--- src/design/ostb_pkg.sv ---
// Shared constants, codes and control/status structs of the one-shot timer bank.
// Depends on nothing; used by every module of the block.
`default_nettype none

package ostb_pkg;

    // Bank size and derived widths.
    localparam int TIMER_COUNT = 16;
    localparam int IDX_W       = (TIMER_COUNT > 1) ? $clog2(TIMER_COUNT) : 1;
    localparam int CNT_W       = $clog2(TIMER_COUNT + 1);

    // Fixed field widths.
    localparam int OP_W     = 2;
    localparam int ID_W     = 16;
    localparam int TMO_W    = 31;
    localparam int TIME_W   = 32;
    localparam int NUM_W    = 6;
    localparam int FIRED_W  = 16;
    localparam int ARMED_W  = 7;

    // Request operation codes.
    localparam logic [OP_W-1:0] OP_ARM    = 2'd0;
    localparam logic [OP_W-1:0] OP_CANCEL = 2'd1;
    localparam logic [OP_W-1:0] OP_TICK   = 2'd2;

    // Result codes.
    localparam logic KIND_STATUS    = 1'b0;
    localparam logic KIND_EXPIRY    = 1'b1;
    localparam logic STATUS_OK      = 1'b0;
    localparam logic STATUS_REFUSED = 1'b1;

    // Commands from the controller to the datapath.
    typedef struct packed {
        logic accept;   // a request is taken this cycle
        logic scan;     // examine one timer of the expiry scan
        logic fire;     // expire the best timer found by the scan
        logic finish;   // end the tick, flush the held expiry as last
    } t_ctl_cmd;

    // Status from the datapath to the controller.
    typedef struct packed {
        logic out_free;    // output register can take a result this cycle
        logic scan_last;   // scan is at the final timer
        logic best_valid;  // the scan found an expired timer
    } t_dp_status;

endpackage

`default_nettype wire

--- src/design/ostb_ctrl.sv ---
// Controller state machine of the one-shot timer bank.
// Depends on ostb_pkg; drives the command struct of ostb_datapath.
`default_nettype none

module ostb_ctrl (
    input  wire logic                        i_clk,
    input  wire logic                        i_rst_n,
    input  wire logic                        i_in_valid,
    input  wire logic [ostb_pkg::OP_W-1:0]   i_op,
    input  wire ostb_pkg::t_dp_status        i_status,
    output logic                             o_in_ready,
    output ostb_pkg::t_ctl_cmd               o_cmd
);

    typedef enum logic [1:0] {
        S_IDLE,
        S_SCAN,
        S_DECIDE
    } t_state;

    t_state r_state;
    t_state n_state;

    // Command decode and next state.
    always_comb begin
        n_state    = r_state;
        o_cmd      = '0;
        o_in_ready = 1'b0;
        unique case (r_state)
            S_IDLE: begin
                o_in_ready   = i_status.out_free;
                o_cmd.accept = i_in_valid && i_status.out_free;
                if (o_cmd.accept && (i_op == ostb_pkg::OP_TICK)) begin
                    n_state = S_SCAN;
                end
            end
            S_SCAN: begin
                o_cmd.scan = 1'b1;
                if (i_status.scan_last) begin
                    n_state = S_DECIDE;
                end
            end
            S_DECIDE: begin
                // The held expiry may need the output register, so wait for it.
                if (i_status.out_free) begin
                    if (i_status.best_valid) begin
                        o_cmd.fire = 1'b1;
                        n_state    = S_SCAN;
                    end else begin
                        o_cmd.finish = 1'b1;
                        n_state      = S_IDLE;
                    end
                end
            end
            default: begin
                n_state = S_IDLE;
            end
        endcase
    end

    // State register.
    always_ff @(posedge i_clk) begin
        if (!i_rst_n) begin
            r_state <= S_IDLE;
        end else begin
            r_state <= n_state;
        end
    end

endmodule

`default_nettype wire

--- src/design/ostb_datapath.sv ---
// Datapath of the one-shot timer bank: timer state, time base, expiry scan and
// output register. Depends on ostb_pkg; commanded by ostb_ctrl.
`default_nettype none

module ostb_datapath (
    input  wire logic                            i_clk,
    input  wire logic                            i_rst_n,
    input  wire ostb_pkg::t_ctl_cmd              i_cmd,
    input  wire logic [ostb_pkg::OP_W-1:0]       i_op,
    input  wire logic [ostb_pkg::ID_W-1:0]       i_timer_id,
    input  wire logic [ostb_pkg::TMO_W-1:0]      i_timeout,
    input  wire logic                            i_out_ready,
    output ostb_pkg::t_dp_status                 o_status,
    output logic                                 o_out_valid,
    output logic                                 o_kind,
    output logic                                 o_status_bit,
    output logic [ostb_pkg::NUM_W-1:0]           o_timer_number,
    output logic [ostb_pkg::FIRED_W-1:0]         o_expiry_count,
    output logic [ostb_pkg::ARMED_W-1:0]         o_armed_count,
    output logic                                 o_last
);

    localparam int N      = ostb_pkg::TIMER_COUNT;
    localparam int IDX_W  = ostb_pkg::IDX_W;
    localparam int CNT_W  = ostb_pkg::CNT_W;
    localparam int TIME_W = ostb_pkg::TIME_W;
    localparam int FW     = ostb_pkg::FIRED_W;

    // Timer state.
    logic [N-1:0]          r_armed;
    logic [TIME_W-1:0]     r_deadline [N];
    logic [FW-1:0]         r_fired    [N];
    logic [TIME_W-1:0]     r_now;
    logic [CNT_W-1:0]      r_armed_count;

    // Scan state and the expiry held back until the next one is known.
    logic [IDX_W-1:0]      r_scan_idx;
    logic                  r_best_valid;
    logic [IDX_W-1:0]      r_best_idx;
    logic [TIME_W-1:0]     r_best_age;
    logic                  r_pend_valid;
    logic [IDX_W-1:0]      r_pend_idx;
    logic [FW-1:0]         r_pend_cnt;
    logic [CNT_W-1:0]      r_pend_armed;

    // Output register.
    logic                           r_out_valid;
    logic                           r_out_kind;
    logic                           r_out_status;
    logic [ostb_pkg::NUM_W-1:0]     r_out_num;
    logic [FW-1:0]                  r_out_cnt;
    logic [CNT_W-1:0]               r_out_armed;
    logic                           r_out_last;

    logic                  id_ok;
    logic [IDX_W-1:0]      req_idx;
    logic                  req_armed;
    logic                  is_arm;
    logic                  is_cancel;
    logic                  req_ok;
    logic [FW-1:0]         req_cnt;
    logic [TIME_W-1:0]     scan_age;
    logic                  scan_hit;
    logic                  scan_last;
    logic [FW-1:0]         best_cnt;
    logic [FW-1:0]         best_cnt_next;
    logic                  out_free;
    logic                  out_load;

    // Arm and cancel decode.
    always_comb begin
        id_ok     = i_timer_id < ostb_pkg::ID_W'(N);
        req_idx   = i_timer_id[IDX_W-1:0];
        req_armed = id_ok && r_armed[req_idx];
        is_arm    = i_op == ostb_pkg::OP_ARM;
        is_cancel = i_op == ostb_pkg::OP_CANCEL;
        req_ok    = is_arm ? (id_ok && !req_armed) : req_armed;
        req_cnt   = id_ok ? r_fired[req_idx] : '0;
    end

    // One timer per scan cycle: expired and strictly older than the best so far,
    // so the lowest number wins a tie.
    always_comb begin
        scan_age  = r_now - r_deadline[r_scan_idx];
        scan_hit  = r_armed[r_scan_idx] && !scan_age[TIME_W-1] &&
                    (!r_best_valid || (scan_age > r_best_age));
        scan_last = r_scan_idx == IDX_W'(N - 1);
    end

    // Saturating bump of the chosen timer's expiry count.
    always_comb begin
        best_cnt      = r_fired[r_best_idx];
        best_cnt_next = (best_cnt == {FW{1'b1}}) ? best_cnt : best_cnt + FW'(1);
    end

    // Output register handshake.
    always_comb begin
        out_free = !r_out_valid || i_out_ready;
        out_load = (i_cmd.accept && (is_arm || is_cancel)) ||
                   ((i_cmd.fire || i_cmd.finish) && r_pend_valid);
    end

    // Control state and counters.
    always_ff @(posedge i_clk) begin
        if (!i_rst_n) begin
            r_armed       <= '0;
            r_now         <= '0;
            r_armed_count <= '0;
            r_scan_idx    <= '0;
            r_best_valid  <= 1'b0;
            r_pend_valid  <= 1'b0;
            r_out_valid   <= 1'b0;
            for (int i = 0; i < N; i++) begin
                r_fired[i] <= '0;
            end
        end else begin
            if (out_load) begin
                r_out_valid <= 1'b1;
            end else if (i_out_ready) begin
                r_out_valid <= 1'b0;
            end

            if (i_cmd.accept) begin
                case (i_op)
                    ostb_pkg::OP_ARM: begin
                        if (req_ok) begin
                            r_armed[req_idx] <= 1'b1;
                            r_armed_count    <= r_armed_count + CNT_W'(1);
                        end
                    end
                    ostb_pkg::OP_CANCEL: begin
                        if (req_ok) begin
                            r_armed[req_idx] <= 1'b0;
                            r_armed_count    <= r_armed_count - CNT_W'(1);
                        end
                    end
                    ostb_pkg::OP_TICK: begin
                        r_now        <= r_now + TIME_W'(1);
                        r_scan_idx   <= '0;
                        r_best_valid <= 1'b0;
                        r_pend_valid <= 1'b0;
                    end
                    default: begin
                    end
                endcase
            end

            if (i_cmd.scan) begin
                if (scan_hit) begin
                    r_best_valid <= 1'b1;
                end
                r_scan_idx <= scan_last ? '0 : r_scan_idx + IDX_W'(1);
            end

            if (i_cmd.fire) begin
                r_armed[r_best_idx] <= 1'b0;
                r_fired[r_best_idx] <= best_cnt_next;
                r_armed_count       <= r_armed_count - CNT_W'(1);
                r_pend_valid        <= 1'b1;
                r_best_valid        <= 1'b0;
            end

            if (i_cmd.finish) begin
                r_pend_valid <= 1'b0;
            end
        end
    end

    // Deadline store, written on a successful arm.
    always_ff @(posedge i_clk) begin
        if (i_cmd.accept && is_arm && req_ok) begin
            r_deadline[req_idx] <= r_now + TIME_W'(i_timeout);
        end
    end

    // Scan best, held expiry and output payload.
    always_ff @(posedge i_clk) begin
        if (i_cmd.scan && scan_hit) begin
            r_best_idx <= r_scan_idx;
            r_best_age <= scan_age;
        end
        if (i_cmd.fire) begin
            r_pend_idx   <= r_best_idx;
            r_pend_cnt   <= best_cnt_next;
            r_pend_armed <= r_armed_count - CNT_W'(1);
        end
        if (i_cmd.accept && (is_arm || is_cancel)) begin
            r_out_kind   <= ostb_pkg::KIND_STATUS;
            r_out_status <= req_ok ? ostb_pkg::STATUS_OK : ostb_pkg::STATUS_REFUSED;
            r_out_num    <= i_timer_id[ostb_pkg::NUM_W-1:0];
            r_out_cnt    <= req_cnt;
            r_out_last   <= 1'b1;
            if (req_ok) begin
                r_out_armed <= is_arm ? r_armed_count + CNT_W'(1)
                                      : r_armed_count - CNT_W'(1);
            end else begin
                r_out_armed <= r_armed_count;
            end
        end else if ((i_cmd.fire || i_cmd.finish) && r_pend_valid) begin
            r_out_kind   <= ostb_pkg::KIND_EXPIRY;
            r_out_status <= ostb_pkg::STATUS_OK;
            r_out_num    <= ostb_pkg::NUM_W'(r_pend_idx);
            r_out_cnt    <= r_pend_cnt;
            r_out_armed  <= r_pend_armed;
            r_out_last   <= i_cmd.finish;
        end
    end

    // Status to the controller and result ports.
    always_comb begin
        o_status.out_free   = out_free;
        o_status.scan_last  = scan_last;
        o_status.best_valid = r_best_valid;
        o_out_valid         = r_out_valid;
        o_kind              = r_out_kind;
        o_status_bit        = r_out_status;
        o_timer_number      = r_out_num;
        o_expiry_count      = r_out_cnt;
        o_armed_count       = ostb_pkg::ARMED_W'(r_out_armed);
        o_last              = r_out_last;
    end

endmodule

`default_nettype wire

--- src/design/one_shot_timer_bank_top.sv ---
// A bank of TIMER_COUNT one-shot timers on a tick time base. An arm or cancel
// request gives exactly one status result and is taken when the block is idle
// and the output register is free. A tick request advances time and then searches
// the bank for expired timers one timer per cycle over the deadline registers:
// each pass scans every timer and then decides, firing the best expired timer or
// ending the tick; the decision waits while the result side stalls. Expiries come
// oldest deadline first, ties by ascending number, and the final result of every
// request carries last. A tick with no expiry gives no result; op 3 is dropped.
// The block is ready again right after reset.
// Depends on ostb_pkg, ostb_ctrl and ostb_datapath.
`default_nettype none

module one_shot_timer_bank_top (
    input  wire logic                              i_clk,
    input  wire logic                              i_rst_n,
    input  wire logic                              i_in_valid,
    output logic                                   o_in_ready,
    input  wire logic [ostb_pkg::OP_W-1:0]         i_op,
    input  wire logic [ostb_pkg::ID_W-1:0]         i_timer_id,
    input  wire logic [ostb_pkg::TMO_W-1:0]        i_timeout,
    output logic                                   o_out_valid,
    input  wire logic                              i_out_ready,
    output logic                                   o_kind,
    output logic                                   o_status,
    output logic [ostb_pkg::NUM_W-1:0]             o_timer_number,
    output logic [ostb_pkg::FIRED_W-1:0]           o_expiry_count,
    output logic [ostb_pkg::ARMED_W-1:0]           o_armed_count,
    output logic                                   o_last
);

    ostb_pkg::t_ctl_cmd   cmd;
    ostb_pkg::t_dp_status dp_status;

    // Sequencer of requests and expiry scan passes.
    ostb_ctrl u_ctrl (
        .i_clk      (i_clk),
        .i_rst_n    (i_rst_n),
        .i_in_valid (i_in_valid),
        .i_op       (i_op),
        .i_status   (dp_status),
        .o_in_ready (o_in_ready),
        .o_cmd      (cmd)
    );

    // Timer state, scan and result register.
    ostb_datapath u_datapath (
        .i_clk          (i_clk),
        .i_rst_n        (i_rst_n),
        .i_cmd          (cmd),
        .i_op           (i_op),
        .i_timer_id     (i_timer_id),
        .i_timeout      (i_timeout),
        .i_out_ready    (i_out_ready),
        .o_status       (dp_status),
        .o_out_valid    (o_out_valid),
        .o_kind         (o_kind),
        .o_status_bit   (o_status),
        .o_timer_number (o_timer_number),
        .o_expiry_count (o_expiry_count),
        .o_armed_count  (o_armed_count),
        .o_last         (o_last)
    );

endmodule

`default_nettype wire

--- config.mk ---
export PLATFORM = sky130hd
export DESIGN_NAME = one_shot_timer_bank_top
export DESIGN_NICKNAME = d
export VERILOG_FILES = /design/src/design/ostb_pkg.sv /design/src/design/ostb_ctrl.sv /design/src/design/ostb_datapath.sv /design/src/design/one_shot_timer_bank_top.sv
export SDC_FILE = /design/constraint.sdc
export NUM_CORES = 1
export LEC_CHECK = 0
export BUFFER_PORTS_ARGS = -buffer_cell sky130_fd_sc_hd__buf_2
export CAP_MARGIN = 20
export CORE_ASPECT_RATIO = 1.4
export CORE_MARGIN = 8
export CORE_UTILIZATION = 40
export CTS_BUF_LIST = sky130_fd_sc_hd__clkbuf_8 sky130_fd_sc_hd__clkbuf_16
export DETAILED_ROUTE_END_ITERATION = 7
export HOLD_SLACK_MARGIN = 0.1
export MAX_ROUTING_LAYER = met4
export PLACE_DENSITY = 0.59
export SLEW_MARGIN = 20
export SYNTH_ARGS = -nofsm -noshare
export SYNTH_HDL_FRONTEND = slang
export SYNTH_SLANG_ARGS = --single-unit
--- constraint.sdc ---
create_clock -name i_clk -period 7.7 [get_ports i_clk]
set_input_delay 1.54 -clock i_clk [delete_from_list [all_inputs] [get_ports i_clk]]
set_output_delay 1.54 -clock i_clk [all_outputs]
set_load 0.02 [all_outputs]
==> flow_summary.html <==
<table>
<tr><th>Metric</th><th>Value</th></tr>
<tr><th colspan="2">Synth</th></tr>
<tr><td>Yosys Warn Count</td><td>0</td></tr>
<tr><td>Area fraction of the dominant cell type after synthesis</td><td>59.60%</td></tr>
<tr><td>Number of storage elements in the synthesis netlist</td><td>929</td></tr>
<tr><td>Number of instances in the synthesized netlist</td><td>2,775</td></tr>
<tr><td>Cell types with the largest area share after synthesis</td><td>edfxtp_1 (60%), mux4_2 (17%), dfxtp_1 (3.3%)</td></tr>
<tr><td>EDFF count, synth</td><td>857</td></tr>
<tr><td>Synthesized area per cell</td><td>15.56 um^2</td></tr>
<tr><td>Most used flip-flop cell after synthesis</td><td>edfxtp_1</td></tr>
<tr><td>Share of synthesized registers carrying an async set or reset</td><td>0%</td></tr>
<tr><td>Cell taking the most area after synthesis</td><td>edfxtp_1</td></tr>
<tr><td>Top cells by instance count after synthesis</td><td>edfxtp_1 (857), nor2_1 (356), mux4_2 (325), inv_1 (130), nand2_1 (114)</td></tr>
<tr><td>Library cell with the highest instance count after synthesis</td><td>edfxtp_1</td></tr>
<tr><td>Sequential fraction of the synthesis area</td><td>62.94%</td></tr>
<tr><td>Distinct cell type count of the synthesized netlist</td><td>72</td></tr>
<tr><td>Netlist area before placement</td><td>0.04318 mm^2</td></tr>
<tr><th colspan="2">Clocking</th></tr>
<tr><td>Number of buffers added by the clock tree synthesis step</td><td>92</td></tr>
<tr><td>CTS tree</td><td>yes</td></tr>
<tr><td>Post_cts resized</td><td>0</td></tr>
<tr><td># Post-CTS Setup Buffers</td><td>0</td></tr>
<tr><td>Maximum buffer depth of the clock tree</td><td>3</td></tr>
<tr><td>Clock latency at the later pin of the worst-skew pair</td><td>700 ps</td></tr>
<tr><td>Clock transition at the registers of the reported paths</td><td>60 ps</td></tr>
<tr><td>CTS Sinks</td><td>929</td></tr>
<tr><td>Deepest level of the CTS H-tree</td><td>3</td></tr>
<tr><td>Clock root buffer master</td><td>clkbuf_16</td></tr>
<tr><td>Hold buffers post-CTS</td><td>0</td></tr>
<tr><th colspan="2">Global route</th></tr>
<tr><td>Overall global routing resource usage</td><td>20.21%</td></tr>
<tr><td>Total congestion overflow after global routing</td><td>0</td></tr>
<tr><td>Global-route wire length before repair</td><td>173,400 um</td></tr>
<tr><td>Initial antenna violation count</td><td>3</td></tr>
<tr><td>Number of global-route vias before repair</td><td>26,730</td></tr>
<tr><td>Pin count of the biggest net entering global routing</td><td>58</td></tr>
<tr><th colspan="2">Floorplanning</th></tr>
<tr><td>Width of the die</td><td>293.7 um</td></tr>
<tr><td>Boundary Pins</td><td>87</td></tr>
<tr><td>Area of the core</td><td>0.1071 mm^2</td></tr>
<tr><td>Full die area</td><td>0.1189 mm^2</td></tr>
<tr><td>Height of the chip</td><td>404.7 um</td></tr>
<tr><td>Rows</td><td>142</td></tr>
<tr><td>Starting density of the core</td><td>40.30%</td></tr>
<tr><th colspan="2">Routing</th></tr>
<tr><td>DRC marker count from the first detailed-route iteration</td><td>2,301</td></tr>
<tr><td>Detailed-route via count</td><td>25,610</td></tr>
<tr><td>Detailed-router iteration count before antenna repair</td><td>8</td></tr>
<tr><td>M1 WL</td><td>44,370 um</td></tr>
<tr><td>Detail Route met2 WL</td><td>62,290 um</td></tr>
<tr><td>Met3 wirelength from detailed routing</td><td>7051 um</td></tr>
<tr><td>Residual DRC</td><td>0</td></tr>
<tr><td>Top routing layer in use</td><td>met4</td></tr>
<tr><td>Routed len/inst</td><td>26.79 um</td></tr>
<tr><td>Via density</td><td>5.816</td></tr>
<tr><td>Total wirelength of the detailed-routed design</td><td>117,900 um</td></tr>
<tr><td>Antenna-violating nets left</td><td>0</td></tr>
<tr><th colspan="2">Run</th></tr>
<tr><td>Count of maximum capacitance violations</td><td>0</td></tr>
<tr><th colspan="2">Timing</th></tr>
<tr><td>Maximum achievable frequency</td><td>144.4 MHz</td></tr>
<tr><td>Final critical-path share of the clock period</td><td>89.97%</td></tr>
<tr><td>Worst Tran Pin Value</td><td>1213 ps</td></tr>
<tr><td>Worst slew margin</td><td>18.96%</td></tr>
<tr><td>RSZ-0062 raised after global routing</td><td>no</td></tr>
<tr><td>Worst path setup slack after routing</td><td>772.7 ps</td></tr>
<tr><td>Final Hold Violating Endpoints</td><td>0</td></tr>
<tr><td>Pins over their slew limit</td><td>0</td></tr>
<tr><td>Clk_skew</td><td>46.22 ps</td></tr>
<tr><td>Setup tns final</td><td>0 ps</td></tr>
<tr><td>Post-layout minimum cycle time</td><td>6927 ps</td></tr>
<tr><td>Total setup violations reported at the end of the flow</td><td>0</td></tr>
<tr><th colspan="2">Worst setup path</th></tr>
<tr><td>Critical path class</td><td>flip-flop to flip-flop</td></tr>
<tr><td>Launching element type of the critical path</td><td>flip-flop</td></tr>
<tr><td>Worst-path fanout max</td><td>32</td></tr>
<tr><td>Endpoint arrival time on the critical path</td><td>7280 ps</td></tr>
<tr><td>Data required, critical path</td><td>8050 ps</td></tr>
<tr><td>Kind of end point of the critical path</td><td>flip-flop</td></tr>
<tr><th colspan="2">Final layout</th></tr>
<tr><td>Area added between synthesis and finish</td><td>13.33%</td></tr>
<tr><td>Fraction of final layout cells sized beyond drive strength 1</td><td>24.22%</td></tr>
<tr><td>Number of nets in the layout</td><td>3,039</td></tr>
<tr><th colspan="2">Worst hold path</th></tr>
<tr><td>Kind of path behind the tightest hold check</td><td>flip-flop to flip-flop</td></tr>
<tr><th colspan="2">Run status</th></tr>
<tr><td>Outcome</td><td>finished clean</td></tr>
<tr><th colspan="2">Placement</th></tr>
<tr><td>Post-Place Setup Slack</td><td>736.5 ps</td></tr>
<tr><td>Final weighted congestion in routability-driven placement</td><td>0.8607</td></tr>
<tr><td>Buffers added on ports</td><td>84</td></tr>
<tr><td>Detailed placement HPWL</td><td>72,520 um</td></tr>
<tr><th colspan="2">Power and ir drop</th></tr>
<tr><td>Worst voltage drop across the vdd grid</td><td>0.0002367 V</td></tr>
<tr><td>Power per Cell Area</td><td>220.3 mW/mm^2</td></tr>
<tr><td>Leakage component of the power</td><td>0.01686 uW</td></tr>
</table>
## layout make-up
type	count	area, um^2
diodes	3	7.507
clock buffers	100	2435
clock inverters	69	716.9
fillers	9275	58200
inverters	134	503.0
multi-input cells	1572	15210
flip-flops and latches	929	27190
well taps	1440	1802
repair buffers	156	1067
## stage by stage
step / hold WS, ps / total power (uW) / util, % / cells / cell area, um^2
6_report: 453.2 / 10780 / 45.67 / 4403 / 48930
2_1_floorplan: 434.8 / 6033 / - / 2776 / 43180
4_1_cts: 459.9 / 10850 / 45.46 / 4395 / 48710
3_3_place_gp: 440.5 / 6199 / 42.46 / 4222 / 45490
3_5_place_dp: 452.6 / 6217 / 42.52 / 4226 / 45550
5_1_grt: 475.8 / 11060 / 45.67 / 4403 / 48930
## flip-flops by register name, indices dropped and copies added (netlist names), named ones only
| name | flops |
|---|---|
| u_ctrl.r_state | 2 |
| u_datapath.o_expiry_count | 16 |
| u_datapath.o_kind | 1 |
| u_datapath.o_last | 1 |
| u_datapath.o_out_valid | 1 |
| u_datapath.o_status_bit | 1 |
| u_datapath.o_timer_number | 6 |
| u_datapath.r_armed | 16 |
| u_datapath.r_armed_count | 5 |
| u_datapath.r_best_age | 32 |
| u_datapath.r_best_idx | 4 |
| u_datapath.r_best_valid | 1 |
| u_datapath.r_deadline | 512 |
| u_datapath.r_fired | 256 |
| u_datapath.r_now | 32 |
| u_datapath.r_out_armed | 5 |
| u_datapath.r_pend_armed | 5 |
| u_datapath.r_pend_cnt | 16 |
| u_datapath.r_pend_idx | 4 |
| u_datapath.r_pend_valid | 1 |
| u_datapath.r_scan_idx | 4 |
## placed cells by master (no fill, tap or decap), types with 11 or more instances in the layout
cell	n
nor2b_1	18
inv_1	140
nor2_1	356
or3_1	27
nand2_1	112
buf_2	82
a211oi_1	13
edfxtp_1	857
a21o_1	31
nor3_1	18
and3_1	14
clkbuf_16	94
nand3_1	40
nand2b_1	17
dfxtp_1	64
clkinv_1	12
mux4_2	325
xor2_1	45
a21oi_1	102
mux2i_1	18
buf_4	60
ha_1	99
xnor2_1	29
xnor2_2	20
o21a_1	11
o21ai_0	90
nand4_1	24
## routing by layer
metal / vias to the layer above / GRT usage [%]
met2: 958 / 35.46
met1: 13360 / 23.33
li1: 11010 / -
met3: 283 / 3.352
met5: - / -
met4: 0 / 7.215
## cells by family after synthesis
family | count (synthesis) | share of synthesized area (%)
AOI/OAI and AO/OA | 327 | 4.541
xor gates and xnor gates | 99 | 2.078
adders and majority gates | 101 | 2.962
buffers and inverters | 275 | 2.628
DFF | 929 | 62.94
muxes | 349 | 17.53
other | 1 | 0.008685
and+or+nand+nor | 694 | 7.314
## worst paths after layout
| kind | startpoint | end | slack, ps | cells past startpoint |
|---|---|---|---|---|
| setup / recovery | flip-flop | u_datapath.r_best_age[2] | 770 | 24 |
| hold / removal | u_datapath.o_kind | u_datapath.o_kind | 450 | 2 |
| setup reg to reg | flip-flop | u_datapath.r_best_age[2] | 770 | 24 |
| hold reg to reg | u_datapath.o_kind | u_datapath.o_kind | 450 | 2 |
## power breakdown
group	internal [uW]	leakage, uW	total, uW	switching (uW)
registers	5560	0.00858	5590	31.5
clock network	2640	0.00157	4670	2030
logic	211	0.00670	524	313
## critical path, cell delays in order (launching register included)
cell	delay (ps)
dfxtp_4	530
buf_4	290
mux4_2	520
mux4_2	480
inv_1	120
ha_1	310
and3_1	250
and4b_1	200
a2111oi_0	410
o21ai_1	240
o41ai_1	490
a31oi_1	180
o21a_1	200
o32ai_1	300
xnor2_1	150
ha_1	310
nand4_1	120
or3_1	400
nor2_1	130
nor3b_1	60
o31a_1	100
o31ai_1	70
o2111ai_1	170
inv_1	240
buf_12	250
Power figures use the tool's default switching activity.
